===== src/rtl/stack_with_bottom_insert_and_delete_assert.svh =====
// ----------------------------------------------------------------------------
// Assertion macros for the bottom-insert stack
// Clocked on i_clk; the first form is held off during reset, the second is not.
// ----------------------------------------------------------------------------
`ifndef STACK_WITH_BOTTOM_INSERT_AND_DELETE_ASSERT_SVH
`define STACK_WITH_BOTTOM_INSERT_AND_DELETE_ASSERT_SVH

// Check a property outside reset
`define SWBID_ASSERT(lbl, prop, msg) \
    lbl: assert property (@(posedge i_clk) disable iff (!i_rst_n) prop) else $error(msg);

// Check a property at every edge, reset included
`define SWBID_ASSERT_ALWAYS(lbl, prop, msg) \
    lbl: assert property (@(posedge i_clk) prop) else $error(msg);

`endif


===== src/rtl/swbid_pkg.sv =====
// ----------------------------------------------------------------------------
// swbid_pkg
// Types and constants shared by the stack cells and the top level.
// ----------------------------------------------------------------------------
package swbid_pkg;

    localparam int DEPTH  = 16;
    localparam int WORD_W = 32;
    localparam int FILL_W = 5;
    localparam int CNT_W  = $clog2(DEPTH + 1);

    typedef logic signed [WORD_W-1:0] t_word;

    typedef enum logic [1:0] {
        FUNC_PUSH    = 2'd0,
        FUNC_POP     = 2'd1,
        FUNC_INS_BOT = 2'd2,
        FUNC_DELETE  = 2'd3
    } t_func;

    typedef struct packed {
        t_func func;
        t_word value;
    } t_in_beat;

    typedef struct packed {
        logic              applied;
        logic [FILL_W-1:0] fill_count;
        t_word             top_word;
        logic              is_empty;
        logic              is_full;
    } t_out_beat;

    // Contents of one cell as seen by its neighbours
    typedef struct packed {
        logic  valid;
        t_word data;
    } t_link;

    // Broadcast from the top level to every cell
    typedef struct packed {
        logic  en;
        t_func func;
        t_word value;
    } t_cell_ctrl;

endpackage


===== src/rtl/stack_with_bottom_insert_and_delete.sv =====
// ----------------------------------------------------------------------------
// stack_with_bottom_insert_and_delete
// Fixed-depth signed word stack with push, pop, insert at bottom and delete
// by value, built as a row of cells that shift into one another.
// ----------------------------------------------------------------------------
// Each input beat carries one operation and is applied to the row of DEPTH
// cells at the edge that accepts it; its result beat (applied flag, fill
// count, top word, empty and full) moves into the output register once it is
// free. A new operation is taken in the same cycle as the previous result
// moves into the output register, so the block sustains one operation per
// cycle while results are taken. While the output side stalls, one result
// waits in the output register and the next waits behind it in the cells,
// and input is held until the output register frees; input then runs at the
// rate at which results are taken. The delete search and the top-word pick
// run as chains through all cells, which set the critical path. No clearing
// pass after reset: only the occupied flags are cleared.
// ----------------------------------------------------------------------------
`include "stack_with_bottom_insert_and_delete_assert.svh"

module stack_with_bottom_insert_and_delete (
    input  logic                 i_clk,
    input  logic                 i_rst_n,
    input  logic                 i_in_valid,
    output logic                 o_in_ready,
    input  swbid_pkg::t_in_beat  i_in_beat,
    output logic                 o_out_valid,
    input  logic                 i_out_ready,
    output swbid_pkg::t_out_beat o_out_beat
);
    import swbid_pkg::*;

    logic [CNT_W-1:0] r_count;
    logic [CNT_W-1:0] n_count;
    logic             r_pend;
    logic             r_applied;
    logic             r_out_valid;
    t_out_beat        r_out;

    t_link      w_link   [DEPTH];
    t_link      w_below  [DEPTH];
    t_link      w_above  [DEPTH];
    logic       w_ge     [DEPTH+1];
    logic       w_hit    [DEPTH+1];
    t_word      w_top    [DEPTH+1];
    logic [DEPTH-1:0] w_valid;
    t_cell_ctrl w_ctrl;
    logic       w_accept;
    logic       w_load;
    logic       w_applied;
    logic       w_full;
    logic       w_empty;

    assign w_full  = (r_count == CNT_W'(DEPTH));
    assign w_empty = (r_count == '0);

    assign w_load     = r_pend && (!r_out_valid || i_out_ready);
    assign o_in_ready = !r_pend || w_load;
    assign w_accept   = i_in_valid && o_in_ready;

    assign w_ge[DEPTH]  = 1'b0;
    assign w_hit[DEPTH] = 1'b0;
    assign w_top[DEPTH] = '0;

    always_comb begin
        unique case (i_in_beat.func)
            FUNC_PUSH:    w_applied = !w_full;
            FUNC_POP:     w_applied = !w_empty;
            FUNC_INS_BOT: w_applied = !w_full;
            FUNC_DELETE:  w_applied = w_hit[0];
            default:      w_applied = 1'b0;
        endcase
    end

    assign w_ctrl.en    = w_accept && w_applied;
    assign w_ctrl.func  = i_in_beat.func;
    assign w_ctrl.value = i_in_beat.value;

    genvar g;
    generate
        for (g = 0; g < DEPTH; g++) begin : g_cell
            if (g == 0) begin : g_base
                // the floor counts as occupied and feeds the inserted word
                assign w_below[g].valid = 1'b1;
                assign w_below[g].data  = i_in_beat.value;
            end else begin : g_mid
                assign w_below[g] = w_link[g-1];
            end
            if (g == DEPTH - 1) begin : g_roof
                assign w_above[g].valid = 1'b0;
                assign w_above[g].data  = '0;
            end else begin : g_low
                assign w_above[g] = w_link[g+1];
            end
            assign w_valid[g] = w_link[g].valid;

            swbid_cell u_cell (
                .i_clk       (i_clk),
                .i_rst_n     (i_rst_n),
                .i_ctrl      (w_ctrl),
                .i_below     (w_below[g]),
                .i_above     (w_above[g]),
                .i_ge_above  (w_ge[g+1]),
                .i_hit_above (w_hit[g+1]),
                .i_top_above (w_top[g+1]),
                .o_link      (w_link[g]),
                .o_ge_down   (w_ge[g]),
                .o_hit_down  (w_hit[g]),
                .o_top_down  (w_top[g])
            );
        end
    endgenerate

    always_comb begin
        n_count = r_count;
        if (w_ctrl.en) begin
            unique case (i_in_beat.func)
                FUNC_PUSH, FUNC_INS_BOT: n_count = r_count + 1'b1;
                FUNC_POP, FUNC_DELETE:   n_count = r_count - 1'b1;
                default:                 n_count = r_count;
            endcase
        end
    end

    always_ff @(posedge i_clk) begin
        if (!i_rst_n) begin
            r_count     <= '0;
            r_pend      <= 1'b0;
            r_out_valid <= 1'b0;
        end else begin
            r_count <= n_count;
            if (w_accept) begin
                r_pend <= 1'b1;
            end else if (w_load) begin
                r_pend <= 1'b0;
            end
            if (w_load) begin
                r_out_valid <= 1'b1;
            end else if (i_out_ready) begin
                r_out_valid <= 1'b0;
            end
        end
    end

    // Result payload: cells already hold the post-operation state
    always_ff @(posedge i_clk) begin
        if (w_accept) begin
            r_applied <= w_applied;
        end
        if (w_load) begin
            r_out.applied    <= r_applied;
            r_out.fill_count <= FILL_W'(r_count);
            r_out.top_word   <= w_top[0];
            r_out.is_empty   <= w_empty;
            r_out.is_full    <= w_full;
        end
    end

    assign o_out_valid = r_out_valid;
    assign o_out_beat  = r_out;

    `SWBID_ASSERT(a_count_matches_cells, $countones(w_valid) == r_count, "count differs from occupied cells")
    `SWBID_ASSERT(a_cells_packed, ((w_valid + 1'b1) & w_valid) == '0, "occupied cells not packed at bottom")
    `SWBID_ASSERT(a_pend_held, (r_pend && !w_load) |=> r_pend, "pending result dropped")
    `SWBID_ASSERT(a_empty_flag, o_out_valid |-> (o_out_beat.is_empty == (o_out_beat.fill_count == '0)), "empty flag disagrees with fill count")
    `SWBID_ASSERT_ALWAYS(a_no_out_in_reset, !i_rst_n |=> !o_out_valid, "result beat offered after reset")

endmodule


===== src/rtl/swbid_cell.sv =====
// ----------------------------------------------------------------------------
// swbid_cell
// One stack slot: holds a word and an occupied flag, shifts to or from its
// neighbours and takes part in the top-down search chains.
// ----------------------------------------------------------------------------
module swbid_cell (
    input  logic                  i_clk,
    input  logic                  i_rst_n,
    input  swbid_pkg::t_cell_ctrl i_ctrl,
    input  swbid_pkg::t_link      i_below,
    input  swbid_pkg::t_link      i_above,
    input  logic                  i_ge_above,
    input  logic                  i_hit_above,
    input  swbid_pkg::t_word      i_top_above,
    output swbid_pkg::t_link      o_link,
    output logic                  o_ge_down,
    output logic                  o_hit_down,
    output swbid_pkg::t_word      o_top_down
);
    import swbid_pkg::*;

    logic  r_valid;
    logic  n_valid;
    t_word r_data;
    t_word n_data;
    logic  w_ge;
    logic  w_eq;

    assign w_ge = r_valid && !(r_data < i_ctrl.value);
    assign w_eq = r_valid && (r_data == i_ctrl.value);

    // The highest entry not below the value is the stop point
    assign o_ge_down  = i_ge_above | w_ge;
    assign o_hit_down = (w_ge && !i_ge_above) ? w_eq : i_hit_above;
    assign o_top_down = (r_valid && !i_above.valid) ? r_data : i_top_above;

    assign o_link.valid = r_valid;
    assign o_link.data  = r_data;

    always_comb begin
        n_valid = r_valid;
        n_data  = r_data;
        if (i_ctrl.en) begin
            unique case (i_ctrl.func)
                FUNC_PUSH: begin
                    if (!r_valid && i_below.valid) begin
                        n_valid = 1'b1;
                        n_data  = i_ctrl.value;
                    end
                end
                FUNC_POP: begin
                    n_valid = r_valid & i_above.valid;
                end
                FUNC_INS_BOT: begin
                    n_valid = i_below.valid;
                    n_data  = i_below.data;
                end
                FUNC_DELETE: begin
                    // close the gap at and above the stop point
                    if (!i_ge_above) begin
                        n_valid = i_above.valid;
                        n_data  = i_above.data;
                    end
                end
                default: begin
                    n_valid = r_valid;
                end
            endcase
        end
    end

    always_ff @(posedge i_clk) begin
        if (!i_rst_n) begin
            r_valid <= 1'b0;
        end else begin
            r_valid <= n_valid;
        end
    end

    always_ff @(posedge i_clk) begin
        r_data <= n_data;
    end

endmodule

===== config.mk =====
export PLATFORM = sky130hd
export DESIGN_NAME = stack_with_bottom_insert_and_delete
export DESIGN_NICKNAME = d
export VERILOG_FILES = /design/src/rtl/swbid_pkg.sv /design/src/rtl/stack_with_bottom_insert_and_delete.sv /design/src/rtl/swbid_cell.sv
export VERILOG_INCLUDE_DIRS = /design/src /design/src/rtl
export SDC_FILE = /design/constraint.sdc
export NUM_CORES = 2
export LEC_CHECK = 0
export ABC_AREA = 0
export BUFFER_PORTS_ARGS = -buffer_cell sky130_fd_sc_hd__buf_4
export CELL_PAD_IN_SITES_DETAIL_PLACEMENT = 2
export CELL_PAD_IN_SITES_GLOBAL_PLACEMENT = 2
export CORE_UTILIZATION = 30
export CTS_BUF_LIST = sky130_fd_sc_hd__clkbuf_8
export DETAILED_ROUTE_END_ITERATION = 8
export PLACE_DENSITY_LB_ADDON = 0.12
export SYNTH_ARGS = -nofsm -noshare
export SYNTH_HDL_FRONTEND = slang
export SYNTH_SLANG_ARGS = --single-unit

===== constraint.sdc =====
create_clock -name i_clk -period 19.3 [get_ports i_clk]
set_clock_uncertainty 0.05 [all_clocks]
set_input_delay 2.895 -clock i_clk [delete_from_list [all_inputs] [get_ports i_clk]]
set_output_delay 2.895 -clock i_clk [all_outputs]
set_load 0.01 [all_outputs]

# Word-level counts from Yosys, hierarchy flattened
# Index checks and enable logic that the tools add are counted.
# W data, S select, Z words.
[word_totals]
ff_bits = 576
input_bits = 38
wordCells = 426
[classes]
add_sub_neg = 2
magnitude_cmp = 16
eq_ne = 51
n_mux = 131
n_bitwise = 29
n_reduce_logical = 156
[ops]
columns = ["operator", "count"]
rows = [
  ["$pmux W32 S3", 16],
  ["$mux W32", 47],
  ["$eq A32 B32 Y1", 16],
  ["$lt A32 B32 Y1", 16],
  ["$logic_and A1 B1 Y1", 65],
  ["$reduce_and A4 Y1", 15],
  ["$pmux W1 S4", 14],
  ["$logic_not A1 Y1", 50],
  ["$mux W1", 50],
  ["$reduce_and A3 Y1", 15],
  ["$ne A2 B2 Y1 const B", 16],
  ["$ne A2 B1 Y1 const B", 15],
  ["$and A1 B1 Y1", 15],
  ["$or A1 B1 Y1", 14],
  ["$pmux W5 S2", 1],
  ["$pmux W1 S3", 3],
  ["$add A5 B1 Y5 const B", 1],
  ["$eq A5 B5 Y1 const B", 1],
  ["$logic_not A5 Y1", 1],
  ["$sub A5 B1 Y5 const B", 1],
  ["$eq A2 B2 Y1 const B", 2],
  ["$reduce_and A2 Y1", 2],
  ["$reduce_bool A2 Y1", 2],
  ["$reduce_or A2 Y1", 2],
  ["other kinds (4)", 5],
]

# Depth between registers and ports, before layout
[logic_depth]
ltp_word = 23
ltp_mapped = 17

# Cells and area by module
# A second synthesis with hierarchy kept.
[hier_totals]
cells_unflattened = 5120
hier_area_um2 = 49274.8
[modules_own_cells]
columns = ["module", "instances", "cells_per_inst", "area_per_inst_um2"]
rows = [
  ["swbid_cell (g_cell[0].u_cell ...)", 14, 314, 2967.8],
  ["swbid_cell (g_cell[8].u_cell ...)", 2, 312, 2991.6],
  ["stack_with_bottom_insert_and_delete", 1, 100, 1741.7],
]

# Least setup slack after synthesis
# Ideal clock, no wire load.
[synth_path]
kind = "input -> register"
startpoint = "in i_in_beat[31] (netlist bit)"
endpoint = "reg g_cell[10].u_cell.r_data[0] (enable)"
setup_time_ns = 0.474
arrival_ns = 8.467
required_time_ns = 18.776
path_slack_ns = 10.309
stages = 15
cell_sequence = "inv_1 > ha_1 > nand4_1 > or4_1 > nor4_2 > o21ai_1 > o21ai_2 > mux2_4 > and4b_1 > and3_1 > a31o_2 > a31oi_4 > or2_2 > nand3_2 > a221oi_1"
[synth_via]
elab_chain_len = 23
elab_cells_between_ends = 144
cone_classes = "order compare: 16; eq/ne: 17; mux: 17; bitwise: 14; reduce/logical: 80"
[synth_lines]
columns = ["item", "line_no", "text"]
rows = [
  ["start: declaration", "stack_with_bottom_insert_and_delete.sv:25", "input swbid_pkg::t_in_beat i_in_beat,"],
  ["$lt A32 B32 Y1", "swbid_cell.sv:29", "assign w_ge = r_valid && !(r_data < i_ctrl.value);"],
  ["$logic_not A1 Y1", "swbid_cell.sv:29", ""],
  ["$logic_and A1 B1 Y1", "swbid_cell.sv:29", ""],
  ["$logic_not A1 Y1 or $or A1 B1 Y1 (tied branches)", "swbid_cell.sv:34, swbid_cell.sv:33", ""],
  ["$logic_and A1 B1 Y1 (tied with other cells)", "swbid_cell.sv:34", "assign o_hit_down = (w_ge && !i_ge_above) ? w_eq : i_hit_above;"],
  ["$mux W1 (tied with other cells) (13 in series)", "swbid_cell.sv:34", ""],
  ["$mux W1 or $logic_and A1 B1 Y1 (tied branches)", "swbid_cell.sv:34", ""],
  ["$mux W1 *", "swbid_cell.sv:34", ""],
  ["$pmux W1 S3 *", "stack_with_bottom_insert_and_delete.sv:65", "unique case (i_in_beat.func)"],
  ["named net w_applied", "stack_with_bottom_insert_and_delete.sv:49", "logic w_applied;"],
  ["$logic_and A1 B1 Y1 *", "stack_with_bottom_insert_and_delete.sv:74", "assign w_ctrl.en = w_accept && w_applied;"],
  ["$reduce_and A4 Y1 (no line) *", "n/a", ""],
  ["end signal: assignment", "swbid_cell.sv:81", "r_data <= n_data;"],
  ["end: declaration", "swbid_cell.sv:24", "t_word r_data;"],
]
# The timed path passes the listed nets; every way through them passes the cells marked *.
# A chain may end at the register's enable or synchronous reset.

# Worst setup path in the final report
[layout_path]
startpoint = "in i_in_beat[29] (netlist bit)"
endpoint = "reg g_cell[3].u_cell.r_data[1] (enable)"
[layout_via]
elab_chain_len = 23
elab_cells_between_ends = 144
cone_classes = "order compare: 16; eq/ne: 17; mux: 17; bitwise: 14; reduce/logical: 80"
[layout_lines]
columns = ["item", "line_no"]
rows = [
  ["$lt A32 B32 Y1", "swbid_cell.sv:29"],
  ["$logic_not A1 Y1", "swbid_cell.sv:29"],
  ["$logic_and A1 B1 Y1", "swbid_cell.sv:29"],
  ["$logic_not A1 Y1 or $or A1 B1 Y1 (tied branches)", "swbid_cell.sv:34, swbid_cell.sv:33"],
  ["$logic_and A1 B1 Y1 (tied with other cells)", "swbid_cell.sv:34"],
  ["$mux W1 (tied with other cells) (13 in series)", "swbid_cell.sv:34"],
  ["$mux W1 or $logic_and A1 B1 Y1 (tied branches)", "swbid_cell.sv:34"],
  ["$mux W1 *", "swbid_cell.sv:34"],
  ["$pmux W1 S3 *", "stack_with_bottom_insert_and_delete.sv:65"],
  ["named net w_applied", "stack_with_bottom_insert_and_delete.sv:49"],
  ["$logic_and A1 B1 Y1 *", "stack_with_bottom_insert_and_delete.sv:74"],
  ["$reduce_and A4 Y1 (no line) *", "n/a"],
  ["end signal: assignment", "swbid_cell.sv:81"],
  ["end: declaration", "swbid_cell.sv:24"],
]
# Marks and branches as above.

==> impl_metrics.py <==
metrics = {
    "yosys": {
        "synth_fp_nets": 4740,
        "ys_types": 83,
        "async_flop_share_pct": 0,
        "yosysSeqAreaShare_pct": 40.3,
        "synth_top_area_share_pct": 39.3,
        "synth_compound_area_share_pct": 19.7,
        "syn_avg_cell_area_sq_um": 10.1,
        "synth-xor-area-share_pct": 0.0828,
        "ys_top_cells_by_area": "edfxtp_1 39%, ha_1 15%, mux2i_1 11%",
        "synthAdderAreaFrac_pct": 15.3,
        "synth_cells": 4186,
        "synth-edff-count": 553,
        "muxShareOfSynthArea_pct": 11.1,
        "syn-cell-area_sq_um": 42300,
        "yosysWarnings": 0,
        "yosys.area.top_type": "edfxtp_1",
        "ys_seq_elements": 576,
        "synth_top_family_by_area": "compound AO/OA/AOI/OAI gates",
        "synth-simple-area-share_pct": 10.4,
        "synth-main-ff-cell": "edfxtp_1",
    },
    "routing": {
        "vias": 35956,
        "drt_drc_violations_left": 0,
        "dr.first_iter.drc_count": 2042,
        "drtPass1Iterations": 5,
        "drt_wl_total_microns": 183000,
        "routedWlPerCell_microns": 29.6,
        "ant_nets": 0,
        "routed_via_density": 5.81,
    },
    "pwr": {
        "ir_worst_vdd_uv": 49.4,
        "leakage_nw": 18.3,
        "power_density_nw_per_um2": 81.0,
    },
    "clock_tree": {
        "clk_latency_ns": 0.87,
        "cts_tree": "done",
        "cts.path.max_buffers": 3,
        "cts_buffers": 118,
        "ctsHoldBuffers": 0,
        "cts_setup_buffers": 0,
        "h-tree-depth": 3,
        "root_buffer": "clkbuf_8",
        "cts_resized": 0,
        "clk_pin_slew_worst_paths_ns": 0.06,
        "cts.sinks": 576,
    },
    "final_layout": {
        "nets": 4769,
        "fillers": 15143,
        "multi_input_area_sq_um": 24200,
        "layout-drive-gt1-share_pct": 9.12,
        "regArea_sq_um": 17100,
        "area_growth_pct": 12.0,
    },
    "critical_path": {
        "path_common_cell": "buf_4",
        "rrSetupSlack_ns": 12.72,
        "crit_type": "in -> reg",
        "endpoint_kind": "flop",
        "crit_arrival_ns": 8.99,
        "crit_family": "compound AO/OA/AOI/OAI gates",
        "max_stage_delay_ns": 0.82,
        "r2r_end": "g_cell[3].u_cell.r_data[1]",
        "crit_chain": "buf_4 > inv_1 > buf_4 > ha_1 > nand4_1 > nor3_1 > nand4_1 > a21oi_1 > o311ai_0 > o41ai_1 > a22oi_1 > o22a_1 > a31oi_4 > or2_2 > nand3_2 > buf_4 > a221oi_4 > buf_4",
        "rr_worst_depth": 15,
        "crit_buf_inv": 5,
        "worstPathMaxFanout": 25,
        "r2r-start": "g_cell[4].u_cell.r_data[27]",
        "worstSetupStartpointType": "primary input",
        "slowest_stage": "nor3_1",
        "worstPathRequired_ns": 19.74,
    },
    "sta": {
        "slew-limit-headroom_pct": 22.3,
        "period_needed_ns": 8.55,
        "setup_viol": 0,
        "fmax_mhz": 117,
        "setup_tns_ns": 0,
        "worst_slew_pin_slew_ns": 1.16,
        "slew_violations": 0,
        "setup_slack_ns": 10.75,
        "period_share_pct": 44.3,
        "grt_setup_unrepaired": "false",
        "final_hold_viol_count": 0,
    },
    "die": {
        "start_util_pct": 30.3,
        "pin_count": 80,
        "die_h_microns": 377,
        "core_area_sq_um": 140000,
        "fp.dieW_microns": 377,
        "die_area_sq_um": 143000,
        "rows": 137,
    },
    "placed_design": {
        "numPortBuffers": 79,
        "place_ws_ns": 10.14,
        "dpl.hpwl_microns": 134000,
        "gp_congestion": 0.846,
    },
    "hold_path": {
        "hold_depth": 0,
        "hold_class": "reg -> reg",
        "hold_path_end": "o_out_beat[37]",
        "hp-start": "r_count[3]",
    },
    "global_routing": {
        "grt.overflow.total": 0,
        "antenna_found_initial": 5,
        "grt_use_total_pct": 25.4,
        "grt_pass1_wl_microns": 269000,
        "grt_max_degree": 162,
        "grt_pass1_vias": 38222,
    },
    "run": {
        "max-cap-violations": 0,
    },
    "status": {
        "status": "finished clean",
    },
}
==> power breakdown <==
group / internal [W] / switching, W / total (W)
clock network: 0.000584 / 0.000636 / 0.00122
logic: 0.000343 / 0.000638 / 0.000981
registers: 0.00152 / 0.000120 / 0.00164
==> worst max-delay path by stage <==
stage	startpoint	endpoint	slack [ns]	cells past startpoint
5_1_grt	i_in_beat[28]	g_cell[3].u_cell.r_data[0]	10.71	18
4_1_cts	i_in_beat[25]	g_cell[3].u_cell.r_data[18]	11.05	19
3_5_place_dp	i_in_beat[25]	g_cell[3].u_cell.r_data[3]	10.14	19
2_1_floorplan	i_in_beat[31]	g_cell[10].u_cell.r_data[0]	10.31	15
6_report	i_in_beat[29]	g_cell[3].u_cell.r_data[1]	10.75	18
3_3_place_gp	i_in_beat[25]	g_cell[3].u_cell.r_data[3]	10.25	19
==> registers in the layout, indices dropped and copies added (netlist names) <==
signal / count
g_cell.u_cell.r_data: 512
g_cell.u_cell.r_valid: 16
o_out_beat: 40
o_out_valid: 1
r_applied: 1
r_count: 5
r_pend: 1
==> cells in the mapped netlist, types with 23 or more instances <==
| cell type | instances |
|---|---|
| o31ai_1 | 50 |
| clkbuf_1 | 215 |
| nand2b_1 | 24 |
| nor2_1 | 259 |
| edfxtp_1 | 553 |
| a21o_1 | 53 |
| a221oi_1 | 42 |
| mux2i_1 | 462 |
| nor3_1 | 32 |
| o311ai_0 | 34 |
| nand2_1 | 268 |
| inv_1 | 67 |
| a21oi_1 | 615 |
| o211ai_1 | 109 |
| nand4_1 | 91 |
| o21ai_0 | 185 |
| ha_1 | 515 |
| nor2b_1 | 40 |
| buf_1 | 59 |
| nand3_1 | 146 |
| a311oi_1 | 34 |
| dfxtp_1 | 23 |
| a211oi_1 | 57 |
| a22oi_1 | 66 |
==> final cells by class <==
class	count	area share (%)
Inverter	67	0.531
Clock buffer	120	3.49
Antenna cell	5	0.0264
Sequential cell	576	36.0
Timing Repair Buffer	187	3.02
Tap cell	1876	4.95
Clock inverter	94	0.856
Multi-Input combinational cell	3265	51.1
==> layer usage <==
layer / GRT usage (%) / vias to the layer above / share of wire, %
met3: 2.86 / 243 / 3.0
met4: 6.93 / 2 / 2.7
met2: 43.1 / 667 / 48
met1: 33.9 / 18585 / 46
li1: - / 16459 / -
met5: 0 / - / 0.010
==> layout by cell type (no fill, tap or decap), drive strengths merged, types with 45 or more instances in the layout <==
| master | instances |
|---|---|
| o21ai | 189 |
| nand2 | 268 |
| edfxtp | 553 |
| o31ai | 50 |
| mux2i | 462 |
| a22oi | 66 |
| a21oi | 615 |
| a221oi | 45 |
| nand4 | 91 |
| o211ai | 109 |
| nand3 | 147 |
| nor2 | 259 |
| a21o | 53 |
| inv | 117 |
| a211oi | 58 |
| ha | 515 |
| clkbuf | 120 |
| buf | 187 |
==> metrics by stage <==
step / total power [W] / util (%) / area (sq um) / std cells / hold WS [ns]
floorplan: 0.00221 / - / 42300 / 4186 / 0.350
global placement: 0.00262 / 32.4 / 45300 / 5971 / 0.428
detailed placement: 0.00265 / 32.4 / 45300 / 5971 / 0.441
CTS: 0.00389 / 33.9 / 47400 / 6185 / 0.444
global route: 0.00402 / 33.9 / 47400 / 6189 / 0.459
finish: 0.00384 / 33.9 / 47400 / 6190 / 0.444
==> kinds of logic (layout without fill, tap and decap cells) <==
kind of cell	after synthesis	in the layout
DFF	576	576
muxes	467	467
xor gates and xnor gates	4	4
buffers and inverters	345	468
other	0	5
and+or+nand+nor	934	934
AOI/OAI and AO/OA	1344	1344
adders and majority gates	516	516
(Power assumes the default switching activity.)
